`config.mk`:
```
export PLATFORM = sky130hd
export DESIGN_NAME = multilevel_round_robin_scheduler_flat
export DESIGN_NICKNAME = d
export VERILOG_FILES = /design/src/hdl/mrrs_pkg.sv /design/src/hdl/mrrs_req_if.sv /design/src/hdl/mrrs_rsp_if.sv /design/src/hdl/mrrs_front.sv /design/src/hdl/mrrs_back.sv /design/src/hdl/multilevel_round_robin_scheduler.sv /design/src/flat_wrapper.sv
export SDC_FILE = /design/constraint.sdc
export NUM_CORES = 1
export LEC_CHECK = 0
export ABC_AREA = 1
export ABC_CLOCK_PERIOD_IN_PS = 7900
export BUFFER_PORTS_ARGS = -buffer_cell sky130_fd_sc_hd__buf_2
export CORE_MARGIN = 2
export CORE_UTILIZATION = 55
export DETAILED_ROUTE_END_ITERATION = 6
export GPL_TIMING_DRIVEN = 1
export HOLD_SLACK_MARGIN = 0.05
export PLACE_DENSITY = 0.75
export SLEW_MARGIN = 5
export SYNTH_ARGS = -nofsm -noshare
export SYNTH_HDL_FRONTEND = slang
export SYNTH_SLANG_ARGS = --single-unit
```
`constraint.sdc`:
```
create_clock -name clk_i -period 7.9 [get_ports clk_i]
set_clock_uncertainty 0.2 [all_clocks]
set_input_delay 1.58 -clock clk_i [delete_from_list [all_inputs] [get_ports clk_i]]
set_output_delay 1.58 -clock clk_i [all_outputs]
set_load 0.02 [all_outputs]
```
`src/hdl/mrrs_pkg.sv`:
```
`timescale 1ns / 1ps
package mrrs_pkg;

  localparam int unsigned FuncW   = 3;
  localparam int unsigned PidW    = 4;
  localparam int unsigned StatW   = 2;
  localparam int unsigned LevelW  = 2;
  localparam int unsigned ResW    = 3;

  typedef enum logic [FuncW-1:0] {
    FUNC_TICK      = 3'd0,
    FUNC_SET_STAT  = 3'd1,
    FUNC_ADMIT     = 3'd2,
    FUNC_SYS_BEGIN = 3'd3,
    FUNC_SYS_END   = 3'd4
  } func_e;

  localparam logic [StatW-1:0] ST_FREE     = 2'd0;
  localparam logic [StatW-1:0] ST_RUNNABLE = 2'd1;
  localparam logic [StatW-1:0] ST_MAX      = 2'd2;

  localparam logic [ResW-1:0] RES_OK            = 3'd0;
  localparam logic [ResW-1:0] RES_NO_FREE       = 3'd1;
  localparam logic [ResW-1:0] RES_DEFERRED      = 3'd2;
  localparam logic [ResW-1:0] RES_NESTED        = 3'd3;
  localparam logic [ResW-1:0] RES_NONE_RUNNABLE = 3'd4;
  localparam logic [ResW-1:0] RES_QUEUE_FULL    = 3'd5;

  typedef struct packed {
    logic [FuncW-1:0]  func;
    logic [PidW-1:0]   target_pid;
    logic [StatW-1:0]  new_status;
    logic [LevelW-1:0] level;
  } req_t;

  typedef struct packed {
    logic [PidW-1:0] running_pid;
    logic [PidW-1:0] assigned_pid;
    logic [ResW-1:0] status;
    logic            reselected;
  } rsp_t;

endpackage

```
`src/hdl/mrrs_req_if.sv`:
```
`timescale 1ns / 1ps
interface mrrs_req_if;
  import mrrs_pkg::*;
  logic valid;
  logic ready;
  logic [FuncW-1:0]  func;
  logic [PidW-1:0]   target_pid;
  logic [StatW-1:0]  new_status;
  logic [LevelW-1:0] level;
  modport source (output valid, func, target_pid, new_status, level, input ready);
  modport sink (input valid, func, target_pid, new_status, level, output ready);
endinterface

```
`src/hdl/mrrs_rsp_if.sv`:
```
`timescale 1ns / 1ps
interface mrrs_rsp_if;
  import mrrs_pkg::*;
  logic valid;
  logic ready;
  logic [PidW-1:0] running_pid;
  logic [PidW-1:0] assigned_pid;
  logic [ResW-1:0] status;
  logic            reselected;
  modport source (output valid, running_pid, assigned_pid, status, reselected, input ready);
  modport sink (input valid, running_pid, assigned_pid, status, reselected, output ready);
endinterface

```
`src/hdl/mrrs_front.sv`:
```
`timescale 1ns / 1ps
// Capture transactions into a two-entry queue.
module mrrs_front (
  input  logic              clk_i,
  input  logic              rst_ni,
  mrrs_req_if.sink          req,
  output mrrs_pkg::req_t    q_data_o,
  output logic              q_valid_o,
  input  logic              q_pop_i
);
  import mrrs_pkg::*;

  req_t       mem_q [2];
  logic       wr_q, rd_q;
  logic [1:0] cnt_q;
  logic       push;

  assign req.ready = (cnt_q != 2'd2);
  assign push      = req.valid && req.ready;
  assign q_valid_o = (cnt_q != 2'd0);
  assign q_data_o  = mem_q[rd_q];

  always_ff @(posedge clk_i) begin
    if (push) begin
      mem_q[wr_q] <= '{func: req.func, target_pid: req.target_pid,
                       new_status: req.new_status, level: req.level};
    end
  end

  always_ff @(posedge clk_i or negedge rst_ni) begin
    if (!rst_ni) begin
      wr_q  <= 1'b0;
      rd_q  <= 1'b0;
      cnt_q <= 2'd0;
    end else begin
      if (push) wr_q <= ~wr_q;
      if (q_pop_i) rd_q <= ~rd_q;
      cnt_q <= cnt_q + {1'b0, push} - {1'b0, q_pop_i};
    end
  end
endmodule

```
`src/hdl/mrrs_back.sv`:
```
`timescale 1ns / 1ps
// Execute one event at a time; a scan reads and rotates queue entries one by one, through S_RD then S_ROT.
module mrrs_back #(
  parameter int unsigned NUM_PROCS = 16,
  parameter int unsigned TOP_LEVEL = 3
) (
  input  logic           clk_i,
  input  logic           rst_ni,
  input  mrrs_pkg::req_t q_data_i,
  input  logic           q_valid_i,
  output logic           q_pop_o,
  mrrs_rsp_if.source     rsp
);
  import mrrs_pkg::*;

  localparam int unsigned NumLevels = TOP_LEVEL + 1;
  localparam int unsigned IdxW = (NUM_PROCS > 1) ? $clog2(NUM_PROCS) : 1;
  localparam int unsigned CntW = $clog2(NUM_PROCS + 1);
  localparam int unsigned LvW  = (NumLevels > 1) ? $clog2(NumLevels) : 1;
  localparam int unsigned PidIW = (IdxW > PidW) ? IdxW : PidW;
  localparam int unsigned AddrW = LvW + IdxW;
  localparam int unsigned Depth = 1 << AddrW;

  typedef enum logic [2:0] {S_IDLE, S_FIND, S_RD, S_ROT, S_OUT} state_e;

  state_e             state_q;
  logic [PidIW-1:0]   mem_q [Depth];
  logic [PidIW-1:0]   rdata_q;
  logic [IdxW-1:0]    head_q [NumLevels];
  logic [CntW-1:0]    count_q [NumLevels];
  logic [StatW-1:0]   pstat_q [NUM_PROCS];
  logic [PidIW-1:0]   cur_q;
  logic               sys_q, tick_q;
  logic [LvW-1:0]     lv_q;
  logic [CntW-1:0]    left_q;
  logic [IdxW-1:0]    fidx_q;
  logic               fhit_q;
  rsp_t               out_q;
  logic               ovalid_q;

  logic [PidW-1:0]    cur_tr;
  logic               cur_run;
  logic [LevelW-1:0]  adm_lv_raw;
  logic [LvW-1:0]     adm_lv;
  logic [IdxW-1:0]    tail;
  logic [IdxW-1:0]    rtail;
  logic [IdxW-1:0]    hnext;
  logic               start;
  logic [ResW-1:0]    idle_status;
  logic               idle_scan;
  state_e             idle_next;

  assign cur_tr  = cur_q[PidW-1:0];
  assign cur_run = (pstat_q[cur_q[IdxW-1:0]] == ST_RUNNABLE) &&
                   ({{(32-PidIW){1'b0}}, cur_q} < NUM_PROCS);
  assign adm_lv_raw = q_data_i.level;
  assign adm_lv = ({{(32-LevelW){1'b0}}, adm_lv_raw} > TOP_LEVEL) ?
                  LvW'(TOP_LEVEL) : LvW'(adm_lv_raw);

  function automatic logic [IdxW-1:0] wrap(input logic [IdxW:0] v);
    logic [IdxW:0] n;
    n = (IdxW + 1)'(NUM_PROCS);
    return (v >= n) ? IdxW'(v - n) : v[IdxW-1:0];
  endfunction

  assign tail  = wrap({1'b0, head_q[adm_lv]} + (IdxW + 1)'(count_q[adm_lv]));
  assign rtail = wrap({1'b0, head_q[lv_q]} + (IdxW + 1)'(count_q[lv_q]));
  assign hnext = wrap({1'b0, head_q[lv_q]} + (IdxW + 1)'(1));

  // Classify the event at the queue head.
  always_comb begin
    idle_status = RES_OK;
    idle_scan   = 1'b0;
    idle_next   = S_OUT;
    case (q_data_i.func)
      FUNC_TICK: begin
        if (sys_q) idle_status = RES_DEFERRED;
        else idle_scan = 1'b1;
      end
      FUNC_ADMIT: idle_next = S_FIND;
      FUNC_SYS_BEGIN: begin
        if (sys_q) idle_status = RES_NESTED;
      end
      FUNC_SYS_END: begin
        if (sys_q && (tick_q || !cur_run)) idle_scan = 1'b1;
      end
      default: ;
    endcase
    if (idle_scan) idle_next = S_RD;
  end

  assign start   = (state_q == S_IDLE) && q_valid_i && !ovalid_q;
  assign q_pop_o = (state_q == S_OUT);
  assign rsp.valid        = ovalid_q;
  assign rsp.running_pid  = out_q.running_pid;
  assign rsp.assigned_pid = out_q.assigned_pid;
  assign rsp.status       = out_q.status;
  assign rsp.reselected   = out_q.reselected;

  always_ff @(posedge clk_i) begin
    if (state_q == S_RD) rdata_q <= mem_q[{lv_q, head_q[lv_q]}];
    if (state_q == S_ROT) mem_q[{lv_q, rtail}] <= rdata_q;
    else if (state_q == S_OUT && q_data_i.func == FUNC_ADMIT && fhit_q &&
             count_q[adm_lv] < CntW'(NUM_PROCS))
      mem_q[{adm_lv, tail}] <= PidIW'(fidx_q);
  end

  always_ff @(posedge clk_i or negedge rst_ni) begin
    if (!rst_ni) begin
      state_q  <= S_IDLE;
      cur_q    <= '0;
      sys_q    <= 1'b0;
      tick_q   <= 1'b0;
      ovalid_q <= 1'b0;
      out_q    <= '0;
      lv_q     <= '0;
      left_q   <= '0;
      fidx_q   <= '0;
      fhit_q   <= 1'b0;
      for (int i = 0; i < NumLevels; i++) begin
        head_q[i]  <= '0;
        count_q[i] <= '0;
      end
      for (int i = 0; i < NUM_PROCS; i++) pstat_q[i] <= ST_FREE;
    end else begin
      if (rsp.valid && rsp.ready) ovalid_q <= 1'b0;
      case (state_q)
        S_IDLE: begin
          if (start) begin
            out_q <= '{running_pid: cur_tr, assigned_pid: '0,
                       status: idle_status, reselected: idle_scan};
            state_q <= idle_next;
            if (idle_scan) begin
              lv_q   <= LvW'(TOP_LEVEL);
              left_q <= count_q[LvW'(TOP_LEVEL)];
            end
            case (q_data_i.func)
              FUNC_TICK: begin
                if (sys_q) tick_q <= 1'b1;
              end
              FUNC_SET_STAT: begin
                if (q_data_i.new_status <= ST_MAX &&
                    {{(32-PidW){1'b0}}, q_data_i.target_pid} < NUM_PROCS)
                  pstat_q[IdxW'(q_data_i.target_pid)] <= q_data_i.new_status;
              end
              FUNC_ADMIT: begin
                fidx_q <= '0;
                fhit_q <= 1'b0;
                left_q <= CntW'(NUM_PROCS);
              end
              FUNC_SYS_BEGIN: begin
                if (!sys_q) sys_q <= 1'b1;
              end
              FUNC_SYS_END: begin
                if (sys_q) begin
                  sys_q <= 1'b0;
                  if (idle_scan) tick_q <= 1'b0;
                end
              end
              default: ;
            endcase
          end
        end
        S_FIND: begin
          // Search the lowest free id, one per cycle.
          if (pstat_q[fidx_q] == ST_FREE) begin
            fhit_q  <= 1'b1;
            state_q <= S_OUT;
          end else if (left_q == CntW'(1)) begin
            state_q <= S_OUT;
          end else begin
            fidx_q <= fidx_q + IdxW'(1);
            left_q <= left_q - CntW'(1);
          end
        end
        S_RD: begin
          if (left_q == '0) begin
            if (lv_q == '0) begin
              out_q.status <= RES_NONE_RUNNABLE;
              state_q <= S_OUT;
            end else begin
              lv_q   <= lv_q - LvW'(1);
              left_q <= count_q[lv_q - LvW'(1)];
            end
          end else begin
            state_q <= S_ROT;
          end
        end
        S_ROT: begin
          head_q[lv_q] <= hnext;
          left_q <= left_q - CntW'(1);
          if ({{(32-PidIW){1'b0}}, rdata_q} < NUM_PROCS &&
              pstat_q[rdata_q[IdxW-1:0]] == ST_RUNNABLE) begin
            cur_q <= rdata_q;
            out_q.running_pid <= rdata_q[PidW-1:0];
            state_q <= S_OUT;
          end else begin
            state_q <= S_RD;
          end
        end
        S_OUT: begin
          if (q_data_i.func == FUNC_ADMIT) begin
            if (!fhit_q) out_q.status <= RES_NO_FREE;
            else if (count_q[adm_lv] >= CntW'(NUM_PROCS)) out_q.status <= RES_QUEUE_FULL;
            else begin
              count_q[adm_lv] <= count_q[adm_lv] + CntW'(1);
              pstat_q[fidx_q] <= ST_RUNNABLE;
              out_q.assigned_pid <= PidW'(fidx_q);
            end
          end
          ovalid_q <= 1'b1;
          state_q  <= S_IDLE;
        end
        default: state_q <= S_IDLE;
      endcase
    end
  end

  // Pop happens on the last cycle so the queue head holds the request while working.
endmodule

```
`src/hdl/multilevel_round_robin_scheduler.sv`:
```
`timescale 1ns / 1ps
// Multilevel round-robin scheduler. Events enter on req, one result per event
// leaves on rsp. A front queue of two entries takes events while the back end
// works. A simple event goes from S_IDLE to S_OUT; an admit first probes ids in
// S_FIND for the lowest free id (up to NUM_PROCS); a scan reads and rotates
// queue entries through S_RD and S_ROT, and moves down past a level whose queue
// holds no runnable id.
// The queue store needs no clearing after reset.
module multilevel_round_robin_scheduler #(
  parameter int unsigned NUM_PROCS = 16,
  parameter int unsigned TOP_LEVEL = 3
) (
  input  logic       clk_i,
  input  logic       rst_ni,
  mrrs_req_if.sink   req,
  mrrs_rsp_if.source rsp
);
  import mrrs_pkg::*;

  req_t q_data;
  logic q_valid, q_pop;

  // Front: accept and hold transactions.
  mrrs_front u_front (
    .clk_i, .rst_ni, .req,
    .q_data_o (q_data), .q_valid_o (q_valid), .q_pop_i (q_pop)
  );

  // Back: execute the event and hold its result until taken.
  mrrs_back #(.NUM_PROCS(NUM_PROCS), .TOP_LEVEL(TOP_LEVEL)) u_back (
    .clk_i, .rst_ni,
    .q_data_i (q_data), .q_valid_i (q_valid), .q_pop_o (q_pop), .rsp
  );
endmodule

```
`src/flat_wrapper.sv`:
```
// flat-port wrapper written by rule: the top's interface ports become plain ports
module multilevel_round_robin_scheduler_flat import mrrs_pkg::*;
#(
  parameter int unsigned NUM_PROCS = 16,
  parameter int unsigned TOP_LEVEL = 3
)
  (clk_i, rst_ni, req_valid, req_func, req_target_pid, req_new_status, req_level, req_ready, rsp_valid, rsp_running_pid, rsp_assigned_pid, rsp_status, rsp_reselected, rsp_ready);
  mrrs_req_if req_i ();
  mrrs_rsp_if rsp_i ();
  input  logic clk_i;
  input  logic rst_ni;
  input wire logic [$bits(req_i.valid)-1:0] req_valid;
  input wire logic [$bits(req_i.func)-1:0] req_func;
  input wire logic [$bits(req_i.target_pid)-1:0] req_target_pid;
  input wire logic [$bits(req_i.new_status)-1:0] req_new_status;
  input wire logic [$bits(req_i.level)-1:0] req_level;
  output wire logic [$bits(req_i.ready)-1:0] req_ready;
  output wire logic [$bits(rsp_i.valid)-1:0] rsp_valid;
  output wire logic [$bits(rsp_i.running_pid)-1:0] rsp_running_pid;
  output wire logic [$bits(rsp_i.assigned_pid)-1:0] rsp_assigned_pid;
  output wire logic [$bits(rsp_i.status)-1:0] rsp_status;
  output wire logic [$bits(rsp_i.reselected)-1:0] rsp_reselected;
  input wire logic [$bits(rsp_i.ready)-1:0] rsp_ready;
  assign req_i.valid = req_valid;
  assign req_i.func = req_func;
  assign req_i.target_pid = req_target_pid;
  assign req_i.new_status = req_new_status;
  assign req_i.level = req_level;
  assign req_ready = req_i.ready;
  assign rsp_valid = rsp_i.valid;
  assign rsp_running_pid = rsp_i.running_pid;
  assign rsp_assigned_pid = rsp_i.assigned_pid;
  assign rsp_status = rsp_i.status;
  assign rsp_reselected = rsp_i.reselected;
  assign rsp_i.ready = rsp_ready;
  multilevel_round_robin_scheduler #(.NUM_PROCS(NUM_PROCS), .TOP_LEVEL(TOP_LEVEL)) u_core (.clk_i(clk_i), .rst_ni(rst_ni), .req(req_i), .rsp(rsp_i));
endmodule
```
==> impl_metrics.ini <==
[outcome]
status = finished clean

[routing]
drt_wl_total_um = 52040
dr.pass1.iters = 6
drt_first_iter_violations = 1989
wl_met1_um = 20430
wl_met2_um = 24130
wl_per_cell_um = 19.54
dr.max_layer_used = met4
postRouteAntennaNets = 0
vias = 15718
wl_met3_um = 5162
drc_errors = 0
via_per_inst = 5.902

[placed_design]
numPortBuffers = 28
gp_congestion = 1.024
hpwl_um = 33370

[global_route]
grt_max_degree = 119
grt_pass1_vias = 14973
grt_pass1_wl_um = 81540
antenna_found_initial = 0
grt_usage = 0.2932
overflow = 0

[clock_tree]
path_clk_slew_ps = 60
cts_root_buf = clkbuf_16
clk_path_buf_depth = 3
cts_buffers = 41
hold_buffers = 0
cts_tree = built
post_cts.resized_instances = 0
clock-sinks = 388
clk_latency_ps = 580
cts_setup_buffers = 0
h-tree-depth = 2

[timing]
rsz0062_at_grt = no
finalMaxSlewViolations = 0
timing.fmax_ghz = 0.1951
setup_viol = 0
final_hold_viol_count = 0
setup_tns_ps = 0
finalCriticalPeriod_ps = 5124
whs_ps = 286.0
tightest_slew_ps = 1135
min_period_over_period = 0.6487
maxSlewHeadroom = 0.2434

[power]
netSwitchingPower_mw = 3.703
p_comb_frac = 0.429
irDropWorstVdd_v = 0.0003131
p_int_mw = 4.744
cellPowerDensity_nw_per_um2 = 397.0
p_clk_frac = 0.255
power_frac_seq = 0.316
p_leak_nw = 8.902
swShare = 0.4384

[synthesis]
avgSynthCellArea_um2 = 8.864
synth_nets = 2197
yosys-top-cells-area = edfxtp_1 (44%), dfrtp_1 (14%), nand2_1 (12%)
ys_seq_area_frac = 0.5808
ys.warnings.count = 0
synth_area_um2 = 19150
synth_top_cell_by_area = edfxtp_1
postSynthCellCount = 2160
synth_ff_type = edfxtp_1
synth_edf_count = 282
synth_top_area_share = 0.4423
yosys_register_bits = 388
synth_async_sr_flop_share = 0.2732
yosysUniqueCellTypes = 42

[setup_path]
crit_slowest_cell = inv_1
end_kind = flop
path_buf_inv = 4
arrival_ps = 5170
slowest_delay_ps = 670
startpoint_type = flop
worstSetupPathType = reg -> reg
critPathTopFamily = simple AND/OR/NAND/NOR gates
cp.required_ps = 7940
worstPathMaxFanout = 55
cp_cell_sequence = inv_1 -> nand2_1 -> nand3_2 -> buf_4 -> nand2_4 -> inv_1 -> ha_1 -> inv_1 -> fa_1 -> xor2_1 -> nand2_1 -> a21oi_1 -> nand2_1 -> nor2_1

[final_layout]
antenna_cells = 0
area_growth_pct = 11.14
final_cell_mix = nand2_1 (589), edfxtp_1 (282), nor2_1 (230), nand3_1 (226), inv_1 (216)
mostFrequentLayoutCell = nand2_1
final_nets = 2212
drive_gt1_frac = 0.06975

[floorplan]
die_x_um = 190.6
start_util = 0.5570
rows = 68
ioPinCount = 29
die_area_um2 = 36320
coreArea_um2 = 34370
die_y_um = 190.6

[run]
maxCapViolCount = 0

[min_path]
hold_class = reg -> reg
==> cell usage after synthesis, drive strengths merged, types with 2 or more instances <==
| cell type | count |
|---|---|
| inv | 219 |
| xnor2 | 5 |
| o21a | 2 |
| clkbuf | 52 |
| clkinv | 5 |
| edfxtp | 282 |
| a21oi | 79 |
| buf | 26 |
| o21ai | 150 |
| fa | 2 |
| o211ai | 15 |
| xor2 | 5 |
| or2 | 10 |
| ha | 20 |
| nand4 | 23 |
| nor3 | 16 |
| nand2 | 601 |
| o22ai | 11 |
| nand3 | 231 |
| nand3b | 42 |
| o31ai | 5 |
| dfrtp | 106 |
| a31oi | 15 |
| nor2 | 231 |
==> stage by stage <==
step / utilization / cell area, um^2 / instances / power [mW] / setup WS [ps]
3_3_place_gp: 0.5749 / 19760 / 2587 / 6.137 / 3195
2_1_floorplan: - / 19150 / 2160 / 5.116 / 2944
5_1_grt: 0.6191 / 21280 / 2663 / 8.928 / 2400
6_report: 0.6191 / 21280 / 2663 / 8.448 / 2776
4_1_cts: 0.6191 / 21280 / 2663 / 8.379 / 2873
3_5_place_dp: 0.5749 / 19760 / 2587 / 6.202 / 2951
==> routing by layer <==
metal / GRT usage / vias to the layer above
li1: - / 7266
met3: 0.04527 / 181
met4: 0.1401 / 0
met1: 0.3914 / 7361
met2: 0.4724 / 910
met5: 0 / -
==> worst min-delay path: stages (launching register included) <==
cell	delay [ps]
dfrtp_1	350
nand2_1	60
nand2_1	50
==> kinds of logic (layout without fill, tap and decap cells) <==
logic type	count (synthesis)	count (layout)	share of synthesized area
XOR/XNOR	10	10	0.004574
buffers and inverters	302	350	0.06090
adder cells (fa/ha/maj)	22	22	0.01516
AO/OA/AOI/OAI	284	284	0.08044
flip-flops	388	388	0.5808
AND/OR/NAND/NOR	1154	1154	0.2581
==> sequential cells by signal (all words and copies together), names as in the netlist, 4 cells and up <==
register / cells
u_core.u_back.count_q: 20
u_core.u_back.cur_q: 4
u_core.u_back.fidx_q: 4
u_core.u_back.head_q: 16
u_core.u_back.left_q: 5
u_core.u_back.mem_q: 256
u_core.u_back.pstat_q: 32
u_core.u_back.rdata_q: 4
u_core.u_back.rsp.assigned_pid: 4
u_core.u_back.rsp.running_pid: 4
u_core.u_front.mem_q: 22
==> final timing paths <==
path	slack, ps	startpoint	cells past startpoint	end
max	2780	u_core.u_back.lv_q[0]	14	u_core.u_back.mem_q[26][3]
min in group asynchronous	870	rst_ni	1	u_core.u_back.pstat_q[29]
min reg2reg	290	u_core.u_back.left_q[4]	2	u_core.u_back.left_q[4]
max in group asynchronous	5480	rst_ni	2	u_core.u_back.count_q[13]
min	290	u_core.u_back.left_q[4]	2	u_core.u_back.left_q[4]
max reg2reg	2780	u_core.u_back.lv_q[0]	14	u_core.u_back.mem_q[26][3]
==> power groups by stage <==
stage                     Clock, mW  Sequential [mW]  Combinational [mW]
after floorplan                   0             2.63                2.49
after global placement            0             2.69                3.45
after detailed placement          0             2.69                3.51
after CTS                      2.18             2.66                3.54
after global routing           2.25             2.68                3.99
final                          2.16             2.67                3.62
==> area by class of cell <==
type | count | area [um^2]
clock buffers | 49 | 1099
clock inverters | 27 | 420.4
fillers | 2879 | 13090
inverters | 224 | 840.8
multi-input cells | 1470 | 6923
flip-flops and latches | 388 | 11120
well taps | 455 | 569.3
repair buffers | 50 | 307.8
No activity file was read; power rests on OpenSTA's default activity.
